## src/rtl/mspg_pkg.sv

```systemverilog
// Shared types, constants and helpers for the multichannel step pulse generator.
// No dependencies; every other file imports this package.
`timescale 1ns / 1ps
package mspg_pkg;

    // Channel and counter geometry
    localparam int CHANNELS  = 4;
    localparam int CMP_W     = 16;
    localparam int CH_IDX_W  = (CHANNELS > 1) ? $clog2(CHANNELS) : 1;
    localparam int LVL_W     = 4;

    // Field widths
    localparam int CMD_W     = 3;
    localparam int CH_W      = 2;
    localparam int SPEED_W   = 21;
    localparam int MAG_W     = 20;
    localparam int CFG_W     = 20;
    localparam int CFG_IDX_W = 2;
    localparam int DELTA_W   = 32;
    localparam int INV_W     = 4;

    // Half interval math: TICK_RATE / (2 * |pps|)
    localparam int unsigned TICK_RATE = 1000000;
    localparam int          Q_W       = $clog2(TICK_RATE + 1);
    localparam int          DIV_W     = MAG_W + 1;
    localparam int unsigned HALF_MIN  = 8;
    localparam int unsigned HALF_TOP  = (CMP_W >= 16) ? 32'hFFFF : ((32'd1 << CMP_W) - 1);

    // Queue between front and back
    localparam int QDEPTH = 2;
    localparam int QPTR_W = 1;
    localparam int QCNT_W = 2;

    // Configuration reset values
    localparam logic [CFG_W-1:0] MAX_SPEED_RST = CFG_W'(50000);
    localparam logic [CFG_W-1:0] MIN_SPEED_RST = CFG_W'(8);

    // Command codes, also used as the internal operation code
    typedef enum logic [CMD_W-1:0] {
        OP_TICK  = 3'd0,
        OP_SET   = 3'd1,
        OP_TAKE  = 3'd2,
        OP_ESTOP = 3'd3,
        OP_EN    = 3'd4,
        OP_DIS   = 3'd5,
        OP_NOP   = 3'd7
    } t_op;

    // Configuration register indexes
    typedef enum logic [CFG_IDX_W-1:0] {
        CFG_MAX_SPEED = 2'd0,
        CFG_MIN_SPEED = 2'd1,
        CFG_INVERT    = 2'd2,
        CFG_EN_LOW    = 2'd3
    } t_cfg_idx;

    // Back-end sequencer states
    typedef enum logic [1:0] {
        S_IDLE,
        S_EXEC,
        S_DIV,
        S_RESULT
    } t_state;

    // Classified item passed from front to back
    typedef struct packed {
        t_op                        op;
        logic [CH_IDX_W-1:0]        ch;
        logic signed [SPEED_W-1:0]  pps;
        logic [MAG_W-1:0]           mag;
    } t_item;

    // Configuration register group
    typedef struct packed {
        logic [CFG_W-1:0] max_speed;
        logic [CFG_W-1:0] min_speed;
        logic [INV_W-1:0] invert_mask;
        logic             en_low;
    } t_cfg;

    // Divider handshake
    typedef struct packed {
        logic             start;
        logic [DIV_W-1:0] divisor;
    } t_div_req;

    typedef struct packed {
        logic           done;
        logic [Q_W-1:0] quotient;
    } t_div_rsp;

    // Clamp a raw quotient into the legal half interval range
    function automatic logic [CMP_W-1:0] half_clamp(input logic [Q_W-1:0] q);
        if (q < Q_W'(HALF_MIN)) begin
            return CMP_W'(HALF_MIN);
        end else if (q > Q_W'(HALF_TOP)) begin
            return CMP_W'(HALF_TOP);
        end else begin
            return CMP_W'(q);
        end
    endfunction

endpackage

```

## src/rtl/mspg_if.sv

```systemverilog
// Valid/ready channel interfaces for command items and result items.
// Depends on mspg_pkg for field widths.
`timescale 1ns / 1ps
interface mspg_in_if;
    import mspg_pkg::*;
    logic                       valid;
    logic                       ready;
    logic [CMD_W-1:0]           command;
    logic [CH_W-1:0]            channel;
    logic signed [SPEED_W-1:0]  speed_pps;

    modport source (output valid, output command, output channel, output speed_pps,
                    input ready);
    modport sink   (input valid, input command, input channel, input speed_pps,
                    output ready);
endinterface

interface mspg_out_if;
    import mspg_pkg::*;
    logic                       valid;
    logic                       ready;
    logic [LVL_W-1:0]           pulse_levels;
    logic [LVL_W-1:0]           direction_levels;
    logic [LVL_W-1:0]           enable_levels;
    logic signed [DELTA_W-1:0]  step_delta;

    modport source (output valid, output pulse_levels, output direction_levels,
                    output enable_levels, output step_delta, input ready);
    modport sink   (input valid, input pulse_levels, input direction_levels,
                    input enable_levels, input step_delta, output ready);
endinterface

```

## src/rtl/mspg_front.sv

```systemverilog
// Front end: accepts command items, decodes the command and clamps the speed request.
// Depends on mspg_pkg and mspg_in_if.
`timescale 1ns / 1ps
module mspg_front (
    mspg_in_if.sink                       i_in,
    input  logic [mspg_pkg::CFG_W-1:0]    i_max_speed,
    input  logic                          i_q_full,
    output logic                          o_q_push,
    output mspg_pkg::t_item               o_q_item
);
    import mspg_pkg::*;

    logic signed [SPEED_W:0] w_pps;
    logic signed [SPEED_W:0] w_lim;
    logic signed [SPEED_W:0] w_clamped;
    logic                    w_ok;
    t_op                     w_op;

    // Take an item whenever the queue has room
    assign i_in.ready = !i_q_full;
    assign o_q_push   = i_in.valid && !i_q_full;

    // Decode the command; drop channel commands aimed past the last channel
    always_comb begin
        w_ok = 32'(i_in.channel) < CHANNELS;
        unique case (t_op'(i_in.command))
            OP_TICK:  w_op = OP_TICK;
            OP_SET:   w_op = w_ok ? OP_SET  : OP_NOP;
            OP_TAKE:  w_op = w_ok ? OP_TAKE : OP_NOP;
            OP_ESTOP: w_op = OP_ESTOP;
            OP_EN:    w_op = w_ok ? OP_EN   : OP_NOP;
            OP_DIS:   w_op = w_ok ? OP_DIS  : OP_NOP;
            default:  w_op = OP_NOP;
        endcase
    end

    // Clamp the signed request to plus or minus the speed limit
    always_comb begin
        w_pps = (SPEED_W + 1)'(i_in.speed_pps);
        w_lim = $signed({2'b00, i_max_speed});
        if (w_pps > w_lim) begin
            w_clamped = w_lim;
        end else if (w_pps < -w_lim) begin
            w_clamped = -w_lim;
        end else begin
            w_clamped = w_pps;
        end
    end

    always_comb begin
        o_q_item.op  = w_op;
        o_q_item.ch  = CH_IDX_W'(i_in.channel);
        o_q_item.pps = w_clamped[SPEED_W-1:0];
        o_q_item.mag = w_clamped[SPEED_W] ? MAG_W'(-w_clamped) : MAG_W'(w_clamped);
    end

endmodule

```

## src/rtl/mspg_queue.sv

```systemverilog
// Two-entry queue of decoded items between the front end and the back end.
// Depends on mspg_pkg.
`timescale 1ns / 1ps
module mspg_queue (
    input  logic            i_clk,
    input  logic            i_rst_n,
    input  logic            i_push,
    input  mspg_pkg::t_item i_item,
    input  logic            i_pop,
    output logic            o_full,
    output logic            o_valid,
    output mspg_pkg::t_item o_item
);
    import mspg_pkg::*;

    t_item             r_mem [QDEPTH];
    logic [QPTR_W-1:0] r_wr_ptr;
    logic [QPTR_W-1:0] r_rd_ptr;
    logic [QCNT_W-1:0] r_count;

    assign o_full  = r_count == QCNT_W'(QDEPTH);
    assign o_valid = r_count != '0;
    assign o_item  = r_mem[r_rd_ptr];

    // Advance pointers and fill count
    always_ff @(posedge i_clk) begin
        if (!i_rst_n) begin
            r_wr_ptr <= '0;
            r_rd_ptr <= '0;
            r_count  <= '0;
        end else begin
            if (i_push) begin
                r_wr_ptr <= r_wr_ptr + 1'b1;
            end
            if (i_pop) begin
                r_rd_ptr <= r_rd_ptr + 1'b1;
            end
            if (i_push && !i_pop) begin
                r_count <= r_count + 1'b1;
            end else if (!i_push && i_pop) begin
                r_count <= r_count - 1'b1;
            end
        end
    end

    // Store the pushed item
    always_ff @(posedge i_clk) begin
        if (i_push) begin
            r_mem[r_wr_ptr] <= i_item;
        end
    end

endmodule

```

## src/rtl/mspg_div.sv

```systemverilog
// Radix-2 restoring divider: computes TICK_RATE / divisor, one quotient bit a cycle.
// Depends on mspg_pkg.
`timescale 1ns / 1ps
module mspg_div (
    input  logic               i_clk,
    input  logic               i_rst_n,
    input  mspg_pkg::t_div_req i_req,
    output mspg_pkg::t_div_rsp o_rsp
);
    import mspg_pkg::*;

    localparam int CNT_W = $clog2(Q_W);

    logic             r_busy;
    logic             r_done;
    logic [CNT_W-1:0] r_cnt;
    logic [DIV_W:0]   r_rem;
    logic [Q_W-1:0]   r_quo;
    logic [Q_W-1:0]   r_dvd;
    logic [DIV_W-1:0] r_dsr;

    logic [DIV_W:0]   w_trial;
    logic             w_ge;
    logic [DIV_W:0]   n_rem;
    logic             w_last;

    // One restoring step: shift in the next dividend bit, subtract if it fits
    always_comb begin
        w_trial = {r_rem[DIV_W-1:0], r_dvd[Q_W-1]};
        w_ge    = w_trial >= {1'b0, r_dsr};
        n_rem   = w_ge ? (w_trial - {1'b0, r_dsr}) : w_trial;
        w_last  = r_cnt == CNT_W'(Q_W - 1);
    end

    assign o_rsp.done     = r_done;
    assign o_rsp.quotient = r_quo;

    // Sequence control
    always_ff @(posedge i_clk) begin
        if (!i_rst_n) begin
            r_busy <= 1'b0;
            r_done <= 1'b0;
            r_cnt  <= '0;
        end else begin
            r_done <= 1'b0;
            if (i_req.start) begin
                r_busy <= 1'b1;
                r_cnt  <= '0;
            end else if (r_busy) begin
                r_cnt <= r_cnt + 1'b1;
                if (w_last) begin
                    r_busy <= 1'b0;
                    r_done <= 1'b1;
                end
            end
        end
    end

    // Datapath
    always_ff @(posedge i_clk) begin
        if (i_req.start) begin
            r_rem <= '0;
            r_quo <= '0;
            r_dvd <= Q_W'(TICK_RATE);
            r_dsr <= i_req.divisor;
        end else if (r_busy) begin
            r_rem <= n_rem;
            r_quo <= {r_quo[Q_W-2:0], w_ge};
            r_dvd <= {r_dvd[Q_W-2:0], 1'b0};
        end
    end

endmodule

```

## src/rtl/mspg_back.sv

```systemverilog
// Back end: executes queued items on the channel state and registers each result.
// Depends on mspg_pkg, mspg_out_if and the divider in mspg_div.
`timescale 1ns / 1ps
module mspg_back (
    input  logic               i_clk,
    input  logic               i_rst_n,
    input  mspg_pkg::t_cfg     i_cfg,
    input  logic               i_q_valid,
    input  mspg_pkg::t_item    i_q_item,
    output logic               o_q_pop,
    output mspg_pkg::t_div_req o_div_req,
    input  mspg_pkg::t_div_rsp i_div_rsp,
    mspg_out_if.source         o_out
);
    import mspg_pkg::*;

    t_state r_state;
    t_state n_state;
    t_item  r_item;

    // Channel state
    logic [CMP_W-1:0]          r_counter;
    logic [CMP_W-1:0]          r_cmp     [CHANNELS];
    logic [CMP_W-1:0]          r_half    [CHANNELS];
    logic [CHANNELS-1:0]       r_phase;
    logic [CHANNELS-1:0]       r_running;
    logic signed [1:0]         r_step_dir [CHANNELS];
    logic [DELTA_W-1:0]        r_total   [CHANNELS];
    logic [DELTA_W-1:0]        r_taken   [CHANNELS];
    logic signed [SPEED_W-1:0] r_cached  [CHANNELS];
    logic [CHANNELS-1:0]       r_cache_valid;
    logic [CHANNELS-1:0]       r_dir_pin;
    logic [CHANNELS-1:0]       r_en_pin;
    logic [DELTA_W-1:0]        r_delta;

    // Result register
    logic                      r_out_valid;
    logic [LVL_W-1:0]          r_out_pulse;
    logic [LVL_W-1:0]          r_out_dir;
    logic [LVL_W-1:0]          r_out_en;
    logic [DELTA_W-1:0]        r_out_delta;

    logic                w_exec;
    logic                w_load_out;
    logic                w_same;
    logic                w_below;
    logic                w_zero;
    logic                w_need_div;
    logic                w_apply;
    logic [CMP_W-1:0]    w_half;
    logic [CMP_W-1:0]    n_counter;
    logic [CHANNELS-1:0] w_hit;
    logic [LVL_W-1:0]    w_pl;
    logic [LVL_W-1:0]    w_dl;
    logic [LVL_W-1:0]    w_el;

    // Classify the held set-speed request
    always_comb begin
        w_same     = r_cache_valid[r_item.ch] && (r_cached[r_item.ch] == r_item.pps);
        w_below    = 32'(r_item.mag) < 32'(i_cfg.min_speed);
        w_zero     = r_item.mag == '0;
        w_need_div = (r_item.op == OP_SET) && !w_same && !w_below && !w_zero;
    end

    // Next state
    always_comb begin
        n_state = r_state;
        unique case (r_state)
            S_IDLE: begin
                if (i_q_valid && !r_out_valid) begin
                    n_state = S_EXEC;
                end
            end
            S_EXEC: begin
                n_state = w_need_div ? S_DIV : S_RESULT;
            end
            S_DIV: begin
                if (i_div_rsp.done) begin
                    n_state = S_RESULT;
                end
            end
            S_RESULT: begin
                n_state = S_IDLE;
            end
            default: begin
                n_state = S_IDLE;
            end
        endcase
    end

    // State outputs
    always_comb begin
        o_q_pop           = (r_state == S_IDLE) && i_q_valid && !r_out_valid;
        w_exec            = r_state == S_EXEC;
        w_load_out        = r_state == S_RESULT;
        o_div_req.start   = w_exec && w_need_div;
        o_div_req.divisor = {r_item.mag, 1'b0};
        w_apply           = (w_exec && (r_item.op == OP_SET) && !w_same && !w_below && w_zero)
                          || ((r_state == S_DIV) && i_div_rsp.done);
        w_half            = (r_state == S_DIV) ? half_clamp(i_div_rsp.quotient)
                                               : CMP_W'(HALF_TOP);
    end

    // Compare match for the advanced counter
    always_comb begin
        n_counter = r_counter + 1'b1;
        for (int c = 0; c < CHANNELS; c++) begin
            w_hit[c] = r_running[c] && (r_cmp[c] == n_counter);
        end
    end

    // Pack pin levels for the result
    always_comb begin
        w_pl = '0;
        w_dl = '0;
        w_el = '0;
        for (int c = 0; c < LVL_W; c++) begin
            if (c < CHANNELS) begin
                w_pl[c] = r_phase[c];
                w_dl[c] = r_dir_pin[c];
                w_el[c] = r_en_pin[c];
            end
        end
    end

    assign o_out.valid            = r_out_valid;
    assign o_out.pulse_levels     = r_out_pulse;
    assign o_out.direction_levels = r_out_dir;
    assign o_out.enable_levels    = r_out_en;
    assign o_out.step_delta       = r_out_delta;

    // Control state
    always_ff @(posedge i_clk) begin
        if (!i_rst_n) begin
            r_state       <= S_IDLE;
            r_counter     <= '0;
            r_phase       <= '0;
            r_running     <= '0;
            r_cache_valid <= '0;
            r_dir_pin     <= '0;
            r_en_pin      <= '0;
            r_out_valid   <= 1'b0;
            for (int c = 0; c < CHANNELS; c++) begin
                r_step_dir[c] <= 2'sd1;
                r_total[c]    <= '0;
                r_taken[c]    <= '0;
            end
        end else begin
            r_state <= n_state;
            if (w_exec) begin
                unique case (r_item.op)
                    OP_TICK: begin
                        r_counter <= n_counter;
                        for (int c = 0; c < CHANNELS; c++) begin
                            if (w_hit[c]) begin
                                r_phase[c] <= !r_phase[c];
                                if (!r_phase[c]) begin
                                    r_total[c] <= r_total[c]
                                                + {{(DELTA_W-2){r_step_dir[c][1]}}, r_step_dir[c]};
                                end
                            end
                        end
                    end
                    OP_SET: begin
                        if (!w_same) begin
                            r_cache_valid[r_item.ch] <= 1'b1;
                            r_dir_pin[r_item.ch]     <= !r_item.pps[SPEED_W-1]
                                                      ^ i_cfg.invert_mask[r_item.ch];
                            r_step_dir[r_item.ch]    <= r_item.pps[SPEED_W-1] ? -2'sd1 : 2'sd1;
                            if (w_below) begin
                                r_running[r_item.ch] <= 1'b0;
                                r_phase[r_item.ch]   <= 1'b0;
                            end
                        end
                    end
                    OP_TAKE: begin
                        r_taken[r_item.ch] <= r_total[r_item.ch];
                    end
                    OP_ESTOP: begin
                        r_running     <= '0;
                        r_phase       <= '0;
                        r_cache_valid <= '0;
                        r_en_pin      <= {CHANNELS{i_cfg.en_low}};
                        for (int c = 0; c < CHANNELS; c++) begin
                            r_step_dir[c] <= 2'sd0;
                        end
                    end
                    OP_EN: begin
                        r_en_pin[r_item.ch] <= !i_cfg.en_low;
                    end
                    OP_DIS: begin
                        r_en_pin[r_item.ch] <= i_cfg.en_low;
                    end
                    OP_NOP: begin
                    end
                    default: begin
                    end
                endcase
            end
            // Start a stopped channel once its half interval is known
            if (w_apply && !r_running[r_item.ch]) begin
                r_running[r_item.ch] <= 1'b1;
                r_phase[r_item.ch]   <= 1'b0;
            end
            // Hold the result until the sink takes it
            if (w_load_out) begin
                r_out_valid <= 1'b1;
            end else if (o_out.ready) begin
                r_out_valid <= 1'b0;
            end
        end
    end

    // Payload registers
    always_ff @(posedge i_clk) begin
        if (o_q_pop) begin
            r_item <= i_q_item;
        end
        if (w_exec) begin
            r_delta <= (r_item.op == OP_TAKE) ? (r_total[r_item.ch] - r_taken[r_item.ch])
                                              : '0;
            if (r_item.op == OP_TICK) begin
                for (int c = 0; c < CHANNELS; c++) begin
                    if (w_hit[c]) begin
                        r_cmp[c] <= r_cmp[c] + r_half[c];
                    end
                end
            end
            if ((r_item.op == OP_SET) && !w_same) begin
                r_cached[r_item.ch] <= r_item.pps;
            end
        end
        if (w_apply) begin
            r_half[r_item.ch] <= w_half;
            if (!r_running[r_item.ch]) begin
                r_cmp[r_item.ch] <= r_counter + w_half;
            end
        end
        if (w_load_out) begin
            r_out_pulse <= w_pl;
            r_out_dir   <= w_dl;
            r_out_en    <= w_el;
            r_out_delta <= r_delta;
        end
    end

endmodule

```

## src/rtl/multichannel_step_pulse_generator.sv

```systemverilog
// An item goes from the queue through fetch, execute and result into the result register
//   when the back end is free; set speed that needs a new half interval also waits on the
//   one-bit-per-cycle divider. The next item is fetched only after the sink takes the
//   waiting result; the front end keeps accepting into a two-entry queue while a result
//   waits.
// Reset (synchronous, active low): channels stopped, pins low, step direction +1, counts zero,
//   queue empty, configuration back to its defaults.
`timescale 1ns / 1ps
module multichannel_step_pulse_generator (
    input  logic                              i_clk,
    input  logic                              i_rst_n,
    mspg_in_if.sink                           i_in,
    mspg_out_if.source                        o_out,
    input  logic                              i_cfg_wr_en,
    input  logic [mspg_pkg::CFG_IDX_W-1:0]    i_cfg_index,
    input  logic [mspg_pkg::CFG_W-1:0]        i_cfg_data
);
    import mspg_pkg::*;

    t_cfg     r_cfg;
    logic     w_q_push;
    t_item    w_push_item;
    logic     w_q_full;
    logic     w_q_valid;
    t_item    w_head_item;
    logic     w_q_pop;
    t_div_req w_div_req;
    t_div_rsp w_div_rsp;

    // Configuration registers
    always_ff @(posedge i_clk) begin
        if (!i_rst_n) begin
            r_cfg.max_speed   <= MAX_SPEED_RST;
            r_cfg.min_speed   <= MIN_SPEED_RST;
            r_cfg.invert_mask <= '0;
            r_cfg.en_low      <= 1'b0;
        end else if (i_cfg_wr_en) begin
            unique case (t_cfg_idx'(i_cfg_index))
                CFG_MAX_SPEED: r_cfg.max_speed   <= i_cfg_data;
                CFG_MIN_SPEED: r_cfg.min_speed   <= i_cfg_data;
                CFG_INVERT:    r_cfg.invert_mask <= i_cfg_data[INV_W-1:0];
                CFG_EN_LOW:    r_cfg.en_low      <= i_cfg_data[0];
                default:       r_cfg.en_low      <= r_cfg.en_low;
            endcase
        end
    end

    mspg_front u_front (
        .i_in        (i_in),
        .i_max_speed (r_cfg.max_speed),
        .i_q_full    (w_q_full),
        .o_q_push    (w_q_push),
        .o_q_item    (w_push_item)
    );

    mspg_queue u_queue (
        .i_clk   (i_clk),
        .i_rst_n (i_rst_n),
        .i_push  (w_q_push),
        .i_item  (w_push_item),
        .i_pop   (w_q_pop),
        .o_full  (w_q_full),
        .o_valid (w_q_valid),
        .o_item  (w_head_item)
    );

    mspg_div u_div (
        .i_clk   (i_clk),
        .i_rst_n (i_rst_n),
        .i_req   (w_div_req),
        .o_rsp   (w_div_rsp)
    );

    mspg_back u_back (
        .i_clk     (i_clk),
        .i_rst_n   (i_rst_n),
        .i_cfg     (r_cfg),
        .i_q_valid (w_q_valid),
        .i_q_item  (w_head_item),
        .o_q_pop   (w_q_pop),
        .o_div_req (w_div_req),
        .i_div_rsp (w_div_rsp),
        .o_out     (o_out)
    );

endmodule

```

## src/flat_wrapper.sv

```systemverilog
// flat-port wrapper written by rule: the top's interface ports become plain ports
module multichannel_step_pulse_generator_flat import mspg_pkg::*;
  (i_clk, i_rst_n, i_cfg_wr_en, i_cfg_index, i_cfg_data, i_in_valid, i_in_command, i_in_channel, i_in_speed_pps, i_in_ready, o_out_valid, o_out_pulse_levels, o_out_direction_levels, o_out_enable_levels, o_out_step_delta, o_out_ready);
  mspg_in_if i_in_i ();
  mspg_out_if o_out_i ();
  input  logic i_clk;
  input  logic i_rst_n;
  input  logic i_cfg_wr_en;
  input  logic [mspg_pkg::CFG_IDX_W-1:0] i_cfg_index;
  input  logic [mspg_pkg::CFG_W-1:0] i_cfg_data;
  input wire logic [$bits(i_in_i.valid)-1:0] i_in_valid;
  input wire logic [$bits(i_in_i.command)-1:0] i_in_command;
  input wire logic [$bits(i_in_i.channel)-1:0] i_in_channel;
  input wire logic [$bits(i_in_i.speed_pps)-1:0] i_in_speed_pps;
  output wire logic [$bits(i_in_i.ready)-1:0] i_in_ready;
  output wire logic [$bits(o_out_i.valid)-1:0] o_out_valid;
  output wire logic [$bits(o_out_i.pulse_levels)-1:0] o_out_pulse_levels;
  output wire logic [$bits(o_out_i.direction_levels)-1:0] o_out_direction_levels;
  output wire logic [$bits(o_out_i.enable_levels)-1:0] o_out_enable_levels;
  output wire logic [$bits(o_out_i.step_delta)-1:0] o_out_step_delta;
  input wire logic [$bits(o_out_i.ready)-1:0] o_out_ready;
  assign i_in_i.valid = i_in_valid;
  assign i_in_i.command = i_in_command;
  assign i_in_i.channel = i_in_channel;
  assign i_in_i.speed_pps = i_in_speed_pps;
  assign i_in_ready = i_in_i.ready;
  assign o_out_valid = o_out_i.valid;
  assign o_out_pulse_levels = o_out_i.pulse_levels;
  assign o_out_direction_levels = o_out_i.direction_levels;
  assign o_out_enable_levels = o_out_i.enable_levels;
  assign o_out_step_delta = o_out_i.step_delta;
  assign o_out_i.ready = o_out_ready;
  multichannel_step_pulse_generator u_core (.i_clk(i_clk), .i_rst_n(i_rst_n), .i_in(i_in_i), .o_out(o_out_i), .i_cfg_wr_en(i_cfg_wr_en), .i_cfg_index(i_cfg_index), .i_cfg_data(i_cfg_data));
endmodule
```

## config.mk

```make
export PLATFORM = sky130hd
export DESIGN_NAME = multichannel_step_pulse_generator_flat
export DESIGN_NICKNAME = d
export VERILOG_FILES = /design/src/rtl/mspg_pkg.sv /design/src/rtl/mspg_if.sv /design/src/rtl/mspg_front.sv /design/src/rtl/mspg_queue.sv /design/src/rtl/mspg_div.sv /design/src/rtl/mspg_back.sv /design/src/rtl/multichannel_step_pulse_generator.sv /design/src/flat_wrapper.sv
export SDC_FILE = /design/constraint.sdc
export NUM_CORES = 2
export LEC_CHECK = 0
export ABC_CLOCK_PERIOD_IN_PS = 6350
export BUFFER_PORTS_ARGS = -buffer_cell sky130_fd_sc_hd__buf_2
export CAP_MARGIN = 20
export CORE_MARGIN = 2
export CORE_UTILIZATION = 64
export DETAILED_ROUTE_END_ITERATION = 6
export PLACE_DENSITY = 0.89
export SLEW_MARGIN = 40
export SYNTH_ARGS = -nofsm -noshare
export SYNTH_HDL_FRONTEND = slang
export SYNTH_HIERARCHICAL = 1
export SYNTH_SLANG_ARGS = --single-unit
```

## constraint.sdc

```tcl
create_clock -name i_clk -period 6.35 [get_ports i_clk]
set_input_delay 0.3175 -clock i_clk [delete_from_list [all_inputs] [get_ports i_clk]]
set_output_delay 0.3175 -clock i_clk [all_outputs]
set_load 0.01 [all_outputs]
```

### After elaboration in Yosys (flattened, before gate mapping)

Memory sizes are Yosys's and may differ from the RTL's. A register that Yosys moved wholly into a read port is not among the register bits.
Cells that the tools add are included.

| operators by class | value |
|---|---|
| add/subtract/negate cells | 19 |
| magnitude comparators | 8 |
| equality and inequality tests | 26 |
| mux-type cells | 132 |
| bitwise logic cells | 18 |
| reduce and logical (&&, ||, !) cells | 61 |

Operator list:

| kind | count |
|---|---|
| $mux 32 | 5 |
| $add 32x32->32 | 4 |
| $mux 1 | 82 |
| $add 16x16->16 | 5 |
| $eq 16x16->1 | 4 |
| $mux 16 | 4 |
| $mux 22 | 2 |
| $mux 4 | 11 |
| $reduce_or 32->1 | 1 |
| $sub 32x32->32 | 1 |
| $mux 2 | 13 |
| $pmux 4 s3 | 2 |
| $ge 22x21->1 | 1 |
| $logic_and 1x1->1 | 22 |
| $lt 21x22->1 | 1 |
| $neg 20->22 | 1 |
| $eq 21x21->1 | 1 |
| $gt 21x21->1 | 1 |
| $mux 21 | 1 |
| $sub 21x21->21 | 1 |
| $gt 20x16->1 const B | 1 |
| $logic_not 20->1 | 1 |
| $lt 20x20->1 | 1 |
| $lt 20x4->1 const B | 1 |
| 40 further kinds | 97 |

| word-level totals | value |
|---|---|
| flip-flop bits (word level) | 246 |
| RAM bits | 568 |
| bits of input ports | 53 |
| output and inout port bits | 46 |
| word-level logic and storage cells | 298 |
| memories kept | 7 |

Memories:

| memory | words | width | rd ports | clocked after Yosys merged registers in | wr ports | RTL line | source |
|---|---|---|---|---|---|---|---|
| u_core.u_back.r_taken | 4 | 32 | 1 | 0 | 4 | mspg_back.sv:29 | `logic [DELTA_W-1:0] r_taken [CHANNELS];` |
| u_core.u_back.r_total | 4 | 32 | 5 | 0 | 4 | mspg_back.sv:28 | `logic [DELTA_W-1:0] r_total [CHANNELS];` |
| u_core.u_queue.r_mem | 2 | 46 | 1 | 1 | 1 | mspg_queue.sv:16 | `t_item r_mem [QDEPTH];` |
| u_core.u_back.r_cached | 4 | 21 | 1 | 0 | 1 | mspg_back.sv:30 | `logic signed [SPEED_W-1:0] r_cached [CHANNELS];` |
| u_core.u_back.r_cmp | 4 | 16 | 4 | 0 | 4 | mspg_back.sv:23 | `logic [CMP_W-1:0] r_cmp [CHANNELS];` |
| u_core.u_back.r_half | 4 | 16 | 4 | 0 | 1 | mspg_back.sv:24 | `logic [CMP_W-1:0] r_half [CHANNELS];` |
| +1 memories | n/a | n/a | n/a | n/a | n/a | n/a |  |

### Longest topological paths before layout

| depth | value |
|---|---|
| depth after elaboration | 13 |
| depth in mapped cells | 23 |
| mapped depth without buffers | 20 |

### Cells and area by module

Netlist, hierarchy kept.

By module, submodules not included:

| module | times used | cells an instance | area an instance (um2) | seq. area each (um2) |
|---|---|---|---|---|
| mspg_back | 1 | 3,209 | 36,780.3 | 18,738.0 |
| mspg_div | 1 | 418 | 4,154.0 | 1,871.8 |
| mspg_queue | 1 | 165 | 3,554.7 | 2,862.7 |
| mspg_front | 1 | 387 | 2,742.6 | 0.0 |
| multichannel_step_pulse_generator | 1 | 182 | 1,775.5 | 900.9 |

### Worst setup path before layout

Ideal clock, no wire load.

| path | value |
|---|---|
| path type | flip-flop to flip-flop |
| start | reg u_core/r_cfg[30] in the netlist's numbering |
| end | mem u_core/u_queue/r_mem[0][19] in the netlist's numbering (data pin) |
| setup time | 268 ps |
| arrival time | 5,071 ps |
| required time | 6,082 ps |
| path slack | 1,011 ps |
| stages on the path, launching flop included | 22 |
| path buffers | 2 |
| period minus slack after synthesis | 5,339 ps |
| cells stage by stage | dfxtp_1 or4_4 nor3_1 nand4_1 or4_1 nor4b_1 xnor2_1 inv_1 ha_1 nand4_1 nor4_1 o211ai_1 nand3b_1 o21a_1 buf_4 buf_2 o2111a_1 a221oi_1 o211ai_1 nor4_4 a31oi_1 xor2_1 |

RTL lines:

| item | RTL line | source |
|---|---|---|
| start, declared | multichannel_step_pulse_generator.sv:20 | `t_cfg r_cfg;` |
| end, declared | mspg_queue.sv:16 |  |

==> flow_summary.yaml <==
drt:
  postRouteAntennaNets: 0
  drtPass1Iterations: 6
  vias_per_cell: 6.58
  wl_per_cell_um: 22.8
  drt-initial-drc-count: 4306
  route.detailed.drc: 0
  vias: 36272
  wirelength_mm: 126
critical_path:
  cp.arrival_ns: 6.41
  cpMaxStageDelayCell: "or4_4"
  critPathMaxStageDelay_ns: 0.60
  path_max_fanout: 8
  end_kind: "flip-flop"
  cp-start-kind: "flip-flop"
  crit_buf_inv: 1
  cpMostUsedCell: "nand4_1"
  crit_family: "simple AND/OR/NAND/NOR gates"
  required_ns: 6.74
  crit_chain: "or4_4, nor3_2, nand4_1, or4_1, nor4b_2, xnor2_1, inv_1, ha_1, nand4_1, nor4_1, o211ai_1, nand3b_1, o21a_1, o21ai_2, o311a_4, or3_4, nor4_4, a31oi_1, xor2_1"
  worst-setup-path-type: "flip-flop to flip-flop"
logic_synthesis:
  synth_flop_cell: "edfxtp_1"
  yosys.area_share.simple_pct: 11.7
  synth_edf_count: 707
  synth_mux_area_share_pct: 7.05
  synth_fa_ha_area_share_pct: 8.72
  synth-compound-area-share_pct: 12.6
  synth-xor-area-share_pct: 6.48
  synthesis.area_um2: 49000
  ys_types: 104
  synth_area_per_cell_um2: 11.2
  ys_ff_latch: 864
  syn_inst: 4361
  yosysSeqAreaShare_pct: 49.7
  synth.net_count: 4749
  async_flop_share_pct: 0
  yosysWarningCount: 6
  synth_top_family_by_area: "compound AO/OA/AOI/OAI gates"
pwr:
  p_clk_share_pct: 27.7
  vdd_ir_drop_max_uv: 225
  switching_share_pct: 34.5
  p_leak_nw: 21.0
  power_density_nw_per_um2: 363
  p_total_mw: 19.5
  pwr-share-seq_pct: 39.4
  switching_power_mw: 6.73
  internal_power_mw: 12.8
  power_frac_comb_pct: 33.0
clock_network:
  cts_tree: "built"
  clk_pin_slew_ns: 0.06
  worstSkewPairLatency_ns: 0.67
  htreeDepth: 3
  clock_path_buffers: 3
  cts.sinks: 864
  root_buffer: "clkbuf_16"
  cts_buffers: 88
finish:
  drive_gt1_share_pct: 11.9
  post-route-util_pct: 70.9
  areaGrowthSynthToFinish_pct: 9.67
  nNetsFinal: 4849
timing:
  rsz0062_at_grt: "false"
  hold_viol_final: 0
  relSlewSlack_pct: 43.5
  setup_viol: 0
  slew_violations: 0
  tightest_slew_ns: 0.841
  fmax_mhz: 166
  fin_crit_sh_pct: 94.9
  skew_ns: 0.0401
  finalCriticalPeriod_ns: 6.02
  final.setup.tns_ns: 0
global_routing:
  antenna_found_initial: 3
  grt_first_pass_wirelength_mm: 195
  gr-total-overflow: 0
  first_global_vias: 35669
  grt_usage_pct: 31.6
  grt_max_degree: 68
placement:
  place_congestion: 0.941
  hpwl_mm: 83.2
  io_buffers: 98
die:
  coreArea_um2: 75800
  row_count: 101
  die_w_um: 281
  die_h_um: 281
  dieArea_um2: 78800
  ios: 99
  initial_utilization_pct: 64.6
status:
  status: "finished clean"
run:
  drv_cap: 0
hold_path:
  hp-class: "input port to flip-flop"
## layout make-up
type / count / area, µm²
Sequential cell: 864 / 24400
Clock inverter: 46 / 531
Fill cell: 4683 / 22100
Antenna cell: 2 / 5.00
Timing Repair Buffer: 174 / 1160
Tap cell: 978 / 1220
Inverter: 247 / 930
Clock buffer: 118 / 2510
Multi-Input combinational cell: 3086 / 23000
## final timing paths
check / from / to / slack (ns) / cells past startpoint
worst min register to register: u_core/u_back/r_en_pin[3]$_SDFFE_PN0P_ / u_core/u_back/o_out.enable_levels[3]$_DFFE_PP_ / 0.41 / 0
worst min-delay path: i_cfg_data[3] / u_core/r_cfg[4]$_SDFFE_PN0P_ / 0.03 / 3
worst max register to register: u_core/r_cfg[30]$_SDFFE_PN0P_ / u_core/u_queue/r_mem[1][19]$_DFFE_PP_ / 0.33 / 19
worst max-delay path: u_core/r_cfg[30]$_SDFFE_PN0P_ / u_core/u_queue/r_mem[1][19]$_DFFE_PP_ / 0.33 / 19
## synthesized netlist by cell type (10+ instances only)
cell | number | area (µm²)
o21ai_0 | 164 | 821
nor4_1 | 22 | 138
nand2b_1 | 41 | 257
mux2_2 | 55 | 619
o21ai_1 | 15 | 75.1
o21a_1 | 60 | 450
nor2b_1 | 39 | 244
buf_4 | 33 | 248
o211ai_1 | 28 | 210
a211o_1 | 12 | 105
o21bai_1 | 26 | 195
a21oi_1 | 247 | 1240
buf_2 | 29 | 145
a31oi_1 | 34 | 213
inv_1 | 247 | 927
xor2_1 | 163 | 1430
edfxtp_1 | 707 | 21200
o31ai_1 | 22 | 165
buf_1 | 10 | 37.5
clkbuf_1 | 81 | 304
nor3_1 | 73 | 365
buf_6 | 10 | 113
a21boi_0 | 18 | 135
xnor2_1 | 198 | 1730
ha_1 | 324 | 4050
or2_2 | 32 | 200
a21o_1 | 108 | 811
nand2_1 | 335 | 1260
a211oi_1 | 59 | 443
nand3_1 | 67 | 335
mux2i_1 | 105 | 1050
nand4_1 | 41 | 257
or3_1 | 14 | 87.6
fa_1 | 11 | 220
mux4_2 | 77 | 1730
and3_1 | 33 | 206
dfxtp_1 | 157 | 3140
nor2_1 | 424 | 1590
nand3b_1 | 11 | 82.6
and2_1 | 37 | 231
## power by group through the flow
stage | logic [mW] | registers (mW) | clock network, mW
4_1_cts | 6.26 | 7.66 | 5.44
6_report | 6.44 | 7.69 | 5.40
2_1_floorplan | 4.83 | 7.46 | 0
3_5_place_dp | 6.06 | 7.76 | 0
3_3_place_gp | 5.71 | 7.81 | 0
5_1_grt | 6.89 | 7.74 | 5.65
## registers in the layout (all words and copies together) (netlist names), 8 cells and up, named ones only
register / count
u_core/u_back/r_step_dir: 8
u_core/u_back/o_div_req: 20
u_core/u_div/r_rem: 21
u_core/u_back/r_cmp: 64
u_core/u_back/r_delta: 32
u_core/u_div/r_dsr: 21
u_core/u_div/r_quo: 20
u_core/u_back/r_total: 128
u_core/u_back/r_cached: 84
u_core/u_back/r_counter: 16
u_core/u_div/r_dvd: 14
u_core/u_back/r_half: 64
u_core/r_cfg: 45
u_core/u_back/o_out.step_delta: 32
u_core/u_back/r_item: 26
u_core/u_back/r_taken: 128
u_core/u_queue/r_mem: 92
## cell families after synthesis
kind of cell,Yosys count
xor gates and xnor gates,362
DFF,864
muxes,239
and+or+nand+nor,1220
AOI/OAI and AO/OA,929
buffers and inverters,411
other,1
adders and majority gates,335
## tightest hold or removal path, cell delays in order
cell	delay, ns
buf_2	0.13
nand2_1	0.10
mux2i_1	0.08
## layout by cell type (no fill, tap or decap), types with 32 or more instances in the layout
master and n:
edfxtp_1 707, nor2_1 423, nand2_1 335, ha_1 322, a21oi_1 247, inv_1 242
xnor2_1 198, xor2_1 163, o21ai_0 159, dfxtp_1 153, a21o_1 107, mux2i_1 105
buf_2 97, clkbuf_16 92, mux4_2 77, nor3_1 71, nand3_1 67, o21a_1 60
a211oi_1 59, buf_4 55, mux2_2 55, nand4_1 41, nand2b_1 41, nor2b_1 38
and2_1 36, and3_1 33, a31oi_1 33, or2_2 32
## stage by stage
| stage | cells | cell area (µm²) | hold WS, ns | worst slack [ns] |
|---|---|---|---|---|
| after floorplan | 4361 | 49000 | 0.400 | 1.01 |
| after global placement | 5327 | 50400 | 0.402 | 0.253 |
| after detailed placement | 5332 | 50500 | 0.405 | 0.190 |
| after CTS | 5513 | 53700 | 0.00917 | 0.139 |
| after global routing | 5514 | 53700 | 0.0342 | 0.00459 |
| final | 5515 | 53700 | 0.0293 | 0.327 |
## timing repair
item,4_1_cts,5_1_grt
endpoints found under the setup margin,0,34
setup buffers,0,0
hold buffers,17,0
hold endpoints to repair,27,0
resized for setup,0,4
## routing by layer
| layer | routed length, µm | vias up | track usage, % |
|---|---|---|---|
| li1 | - | 16254 | - |
| met1 | 47900 | 17398 | 41.8 |
| met2 | 59500 | 2248 | 52.1 |
| met3 | 13800 | 370 | 5.44 |
| met4 | 4470 | 2 | 12.6 |
| met5 | 7 | - | 0 |
Power figures use the tool's default switching activity.
